## config.mk

```make
export PLATFORM = sky130hd
export DESIGN_NAME = tbs_out_reg
export DESIGN_NICKNAME = d
export VERILOG_FILES = /design/src/hw/rtl/tbs_pkg.sv /design/src/hw/rtl/tbs_out_reg.sv
export SDC_FILE = /design/constraint.sdc
export NUM_CORES = 1
export LEC_CHECK = 0
export CORE_AREA = 2 2 71 73
export CTS_BUF_LIST = sky130_fd_sc_hd__clkbuf_8 sky130_fd_sc_hd__clkbuf_16
export CTS_CLUSTER_DIAMETER = 150
export DETAILED_ROUTE_END_ITERATION = 10
export DIE_AREA = 0 0 73 75
export DONT_BUFFER_PORTS = 1
export GPL_ROUTABILITY_DRIVEN = 0
export HOLD_SLACK_MARGIN = 0.15
export SYNTH_ARGS = -nofsm -noshare
export SYNTH_HDL_FRONTEND = slang
export SYNTH_SLANG_ARGS = --single-unit
```

## constraint.sdc

```tcl
create_clock -name clock -period 1.4 [get_ports clock]
set_input_delay 0.28 -clock clock [delete_from_list [all_inputs] [get_ports clock]]
set_output_delay 0.28 -clock clock [all_outputs]
set_load 0.01 [all_outputs]
```

## src/hw/rtl/tbs_pkg.sv

```systemverilog
// ----------------------------------------------------------------------------
// Token bucket shaper package
// Shared payload types, queue sizes and event codes for the shaper.
// ----------------------------------------------------------------------------
package tbs_pkg;

   // Queue sizes and the pointer and count widths that follow from them
   localparam int unsigned WAIT_DEPTH   = 64;
   localparam int unsigned READY_DEPTH  = 64;
   localparam int unsigned WAIT_PTR_W   = $clog2(WAIT_DEPTH);
   localparam int unsigned WAIT_CNT_W   = $clog2(WAIT_DEPTH + 1);
   localparam int unsigned READY_PTR_W  = $clog2(READY_DEPTH);
   localparam int unsigned READY_CNT_W  = $clog2(READY_DEPTH + 1);

   // Request kinds
   localparam logic [1:0] FUNC_ARRIVE = 2'd0;
   localparam logic [1:0] FUNC_TICK   = 2'd1;
   localparam logic [1:0] FUNC_SERVE  = 2'd2;

   // Result events
   localparam logic [2:0] EV_DROP_BIG  = 3'd0;
   localparam logic [2:0] EV_DROP_FULL = 3'd1;
   localparam logic [2:0] EV_ENTER_Q1  = 3'd2;
   localparam logic [2:0] EV_TO_Q2     = 3'd3;
   localparam logic [2:0] EV_TOK_DROP  = 3'd4;
   localparam logic [2:0] EV_TOK_ADD   = 3'd5;
   localparam logic [2:0] EV_SERVICE   = 3'd6;
   localparam logic [2:0] EV_Q2_EMPTY  = 3'd7;

   localparam logic [15:0] CAPACITY_RESET = 16'd10;

   typedef struct packed {
      logic [1:0]  func;
      logic [15:0] token_demand;
      logic [15:0] service_time;
      logic        server_id;
   } req_type;

   typedef struct packed {
      logic [2:0]  event_res;
      logic [15:0] item_number;
      logic [15:0] packet_tokens;
      logic [15:0] packet_service_time;
      logic        serving_unit;
      logic [15:0] bucket_level;
      logic        last;
   } rsp_type;

   // One queued packet
   typedef struct packed {
      logic [15:0] num;
      logic [15:0] tok;
      logic [15:0] svc;
   } pkt_type;

endpackage

```

## src/hw/rtl/tbs_out_reg.sv

```systemverilog
// ----------------------------------------------------------------------------
// Shaper result register
// Holds one result beat until the consumer takes it; accepts a new beat in
// the same cycle the held one leaves.
// ----------------------------------------------------------------------------
module tbs_out_reg (
   input  logic             clock,
   input  logic             reset,
   input  logic             in_valid,
   output logic             in_ready,
   input  tbs_pkg::rsp_type in_data,
   output logic             out_valid,
   input  logic             out_ready,
   output tbs_pkg::rsp_type out_data
);
   import tbs_pkg::*;

   logic    valid_ff;
   rsp_type data_ff;

   assign in_ready  = !valid_ff || out_ready;
   assign out_valid = valid_ff;
   assign out_data  = data_ff;

   // Track occupancy
   always_ff @(posedge clock) begin
      if (reset) begin
         valid_ff <= 1'b0;
      end else if (in_ready) begin
         valid_ff <= in_valid;
      end
   end

   // Load a new beat when the slot frees up
   always_ff @(posedge clock) begin
      if (in_valid && in_ready) begin
         data_ff <= in_data;
      end
   end

endmodule
```

# Word-level counts from Yosys, hierarchy flattened
# Cells that the tools add are included.
[word_totals] reg_bits=70 input_bits=73 output_inout_bits=71 wordCells=11
[classes] n_reduce_logical=3
[ops] cell="$logic_and 1x1->1" n=1
[ops] cell="$logic_not 1->1" n=1
[ops] cell="$logic_or 1x1->1" n=1

# Longest topological paths before layout
[logic_depth] ltp_word=3 ltp_mapped=2 ltp_nobuf=2

# Worst setup path after synthesis
# OpenSTA, ideal clock, no wires.
[synth_timing] kind="reg2reg" from="register valid_ff, in the netlist out_valid" to="register data_ff, in the netlist out_data[0], enable pin" setup_ns=0.378 t_arrival_ns=1.035 t_required_ns=1.022 slack_ns=-0.014 path_stages_with_launch=3 path_buffers=0 synth_period_minus_slack_ns=1.414 path_cell_list="dfxtp_1 -> nand2b_4 -> and2_4"
[synth_via] elab_chain_len=3
[synth_rtl] item="from (decl)" line_no="tbs_out_reg.sv:18" source="logic valid_ff;"
[synth_rtl] item="from (signal assigned)" line_no="tbs_out_reg.sv:30" source="valid_ff <= in_valid;"
[synth_rtl] item="$logic_not 1->1" line_no="tbs_out_reg.sv:21" source="assign in_ready = !valid_ff || out_ready;"
[synth_rtl] item="$logic_or 1x1->1" line_no="tbs_out_reg.sv:21"
[synth_rtl] item="via in_ready" line_no="tbs_out_reg.sv:10" source="output logic in_ready,"
[synth_rtl] item="$logic_and 1x1->1" line_no="tbs_out_reg.sv:36" source="if (in_valid && in_ready) begin"
[synth_rtl] item="to (signal assigned)" line_no="tbs_out_reg.sv:37" source="data_ff <= in_data;"
[synth_rtl] item="to (decl)" line_no="tbs_out_reg.sv:19" source="rsp_type data_ff;"
# The timed path passes the listed nets, and every way through them passes these cells.
# A chain may end at the register's enable or synchronous reset.

# Worst setup path in the final report
[layout_timing] from="input reset" to="register valid_ff, in the netlist out_valid"
[layout_rtl] item="from (decl)" line_no="tbs_out_reg.sv:8" source="input logic reset,"
# No word-level cell between the ends.

==> results <==
- The boundary pin count is ~140.
- Each instance of the synthesized netlist takes up on average about 29 sq um.
- In this run, synthesis inferred 69 flip-flops with an integrated enable.
- The maximum net fanout on the critical path is 1.
- Using the TritonRoute via totals, the vias-per-cell ratio works out to just under 5.
- Buffers placed on the I/O ports in this run total 0.
- The kind of start point of the critical path is an input port.
- The total area inside the core boundary comes to roughly 4700 sq um.
- The number of iterations in the first detailed-routing pass is 4.
- Setup violations remaining at the end of the flow were counted as 0.
- In the final layout, the share of cells above drive strength 1 is 0.116.
- Entering global routing, the biggest net connects 28 pins.
- The critical setup path kind is input port to flip-flop.
- The classification of the worst-slack hold path is input port to flip-flop.
- In the synthesized netlist, the number of instances is 74.
- For the final database, setup skew stands at slightly above 0.005 ns.
- The via count of the first global-routing pass came to 1,155.
- After global routing, the most crowded layer is met2.
- In this run the static leakage power is about 1.1 nW.
- Across all layers, the routed design uses 1,064 vias.
- The number of nets still failing antenna checks after routing is 0.
- The critical-path cell with the highest stage delay is dlygate4sd3_1.
- The later pin in the worst-skew pair is clocked with a latency of ~0.32 ns.
- Summing all placed instances gives a cell area of roughly 2300 sq um.
- The floorplan step set the die width to approximately 73 um.
- The number of warning messages in the yosys log is 0.
- Of the total power, combinational logic draws 0.059.
- The switching power summed over all nets is between 0.8 and 0.9 mW.
- The number of nets handed over by synthesis was 147.
- The internal power consumption is ~3.3 mW.
- The longest clock path from root to sink contains 2 buffers.
- Traced cell by cell, the critical path runs through dlygate4sd3_1 -> a21oi_2 -> dlygate4sd3_1.
- In the global route stage, met3 resource usage came out at 0.0576.
- After routing the design area is approximately 3100 sq um.
- The area enclosed by the die boundary is about 5500 sq um.
- For the pin with the worst max-slew slack, the measured transition is about 0.16 ns.
- Counting both buffers and inverters, the worst setup path holds a total of 2.
- The most frequent cell on the critical path is dlygate4sd3_1.
- In this run, distinct cell masters in the synthesized netlist total 6.
- The most common cell in the synthesized netlist is edfxtp_1.
- For the final routed database, the setup TNS stands at 0 ns.
- The number of antenna violations at the first check in global routing is 0.
- The area growth from synthesis to layout is 47.5%.
- The clock tree synthesis step divided the H-tree into 3 levels.
- STA classifies the critical path endpoint as a flip-flop.
- The number of diodes is 0.
- The portion of the post-synthesis area used by sequential elements is 0.984.
- The number of placed instances, taps included, is about 130.
- The run finished with clean final reports.
- For this run, the share of the core covered by cells in the final layout is 0.673.
- Hold timing on the final database bottoms out at a slack of roughly 0.33 ns.
- The routed design has around 4.2 mm of wire.
- The DRC violation count after routing is 0.
- The mapped netlist covers 2130 sq um.
- The floorplan step set the die height to 75 um.
- The cell sitting at the root of the clock tree is a clkbuf_8.
- The total area of sequential cells is 2090 sq um.
- The remaining max-slew budget at the tightest pin is 0.893.
- Clock-pin slew was measured on the worst setup and hold paths at roughly 0.070 ns.
- The fmax is between 800 and 900 MHz.
- Ranked by total cell area, the synthesized netlist is headed by edfxtp_1 (97%), dfxtp_1 (0.94%), nand2b_4 (0.65%).
- The time the worst path needs with I/O delays and setup is 1.25 ns.
- The number of CTS-inserted buffers is 9.
- Dividing the final minimum period by the clock period gives 0.890.
- Setup repair after global routing left no endpoint under its margin.
- After the first detailed-routing iteration, the DRC count stood at just under 60.
- Of all cell types, the one taking the most synthesized area is edfxtp_1.
- Counting every sink on the clock net gives 70.
- The effective utilization at floorplan is 0.456.
- The final layout net count is about 230.
- After floorplanning, the core was divided into 25 placement rows.
- The worst path required time is around 1.7 ns.
- Of the total power, the clock network draws 0.324.
- The portion of total power attributed to sequential cells is 0.617.
- For this run, global-route usage on met1 was measured as 0.147.
- The final max-slew violation count is 0.
- In the final routed layout, each cell accounts on average for 19.2 um.
- The number of hold violations in the final report is 0.
- Of the total power, the share spent switching nets is 0.200.
- Summed over all layers, the global routing overflow is 0.
- Counting flops with an async set or reset pin after synthesis yields a share of 0.
- The critical path's largest stage delay is approximately 0.56 ns.
- The filler cells instantiated in the layout total 306.
- For met2 alone, demand over resource in global routing was 0.293.
- For this design the ratio of total power to cell area is 1330 nW/um^2.
- The clock tree from TritonCTS is built.
- Summing all multi-input logic gate instances after layout gives 31.3 sq um.
- The worst supply voltage drop on vdd is 0.000825 V.
- The wire length of the first global-routing pass is roughly 5.9 mm.
- The critical path's top delay family is buffers and inverters.
- The number of register bits inferred by synthesis is 70.
- Max-cap violations in this run came to 0.
- For this run, the total global-route usage over all layers was measured as 0.159.
- The arrival time of data at the critical path endpoint is around 1.5 ns.
- The area fraction of the dominant cell type after synthesis is 0.974.
- The number of non-filler instances in the completed layout is ~220.
- The most used flip-flop cell after synthesis is edfxtp_1.
-- cells by family after synthesis --
| family | after synthesis | share of synthesized area |
|---|---|---|
| buffers and inverters | 1 | 0.00176 |
| AOI/OAI and AO/OA | 1 | 0.00412 |
| and+or+nand+nor | 2 | 0.0106 |
| DFF | 70 | 0.984 |
-- layout by cell type, fill, tap and decap left out, drive strengths merged --
cell / netlist / layout
a21oi: 1 / 1
nand2b: 1 / 1
clkbuf: 0 / 11
inv: 1 / 5
dlygate4sd3: 0 / 71
edfxtp: 69 / 69
buf: 0 / 3
and2: 1 / 1
clkinv: 0 / 1
dfxtp: 1 / 1
-- metrics by stage --
stage	power [mW]	worst slack, ns
after floorplan	2.64	0.0161
after CTS	4.20	0.190
after global routing	4.31	0.135
final	4.16	0.154
after detailed placement	2.70	0.209
after global placement	2.69	0.222
-- layout make-up --
type	count	area share
Inverter	1	0.00120
Sequential cell	70	0.667
Multi-Input combinational cell	3	0.00997
Tap cell	54	0.0215
Clock inverter	5	0.00638
Clock buffer	11	0.0482
Timing Repair Buffer	74	0.246
-- state kept, by name (all words and copies together), names as in the netlist --
register,count
out_data,69
out_valid,1
-- routing by layer --
| metal | vias to the layer above | wire length [um] |
|---|---|---|
| met5 | - | 0 |
| met1 | 510 | 1350 |
| met4 | 0 | 64 |
| met3 | 7 | 362 |
| li1 | 468 | - |
| met2 | 79 | 2420 |
-- final timing paths --
check | startpoint | endpoint | slack [ns] | depth (start not counted)
worst max-delay path | reset | out_valid | 0.15 | 3
worst min-delay path | in_valid | out_data[52] | 0.33 | 1
worst max register to register | out_valid | out_valid | 0.17 | 3
worst min register to register | out_valid | out_data[52] | 0.84 | 2
-- timing repair --
action | CTS | global route
endpoints found under the hold margin | 70 | 0
buffers inserted | 0 | 0
hold buffers | 71 | 0
resized for setup | 0 | 0
-- power groups by stage --
| stage | Combinational (mW) | Clock [mW] | Sequential (mW) |
|---|---|---|---|
| 5_1_grt | 0.265 | 1.46 | 2.58 |
| 3_5_place_dp | 0.0827 | 0 | 2.61 |
| 4_1_cts | 0.242 | 1.39 | 2.57 |
| 3_3_place_gp | 0.0787 | 0 | 2.61 |
| 2_1_floorplan | 0.0443 | 0 | 2.59 |
| 6_report | 0.245 | 1.35 | 2.57 |
(Power assumes the default switching activity.)
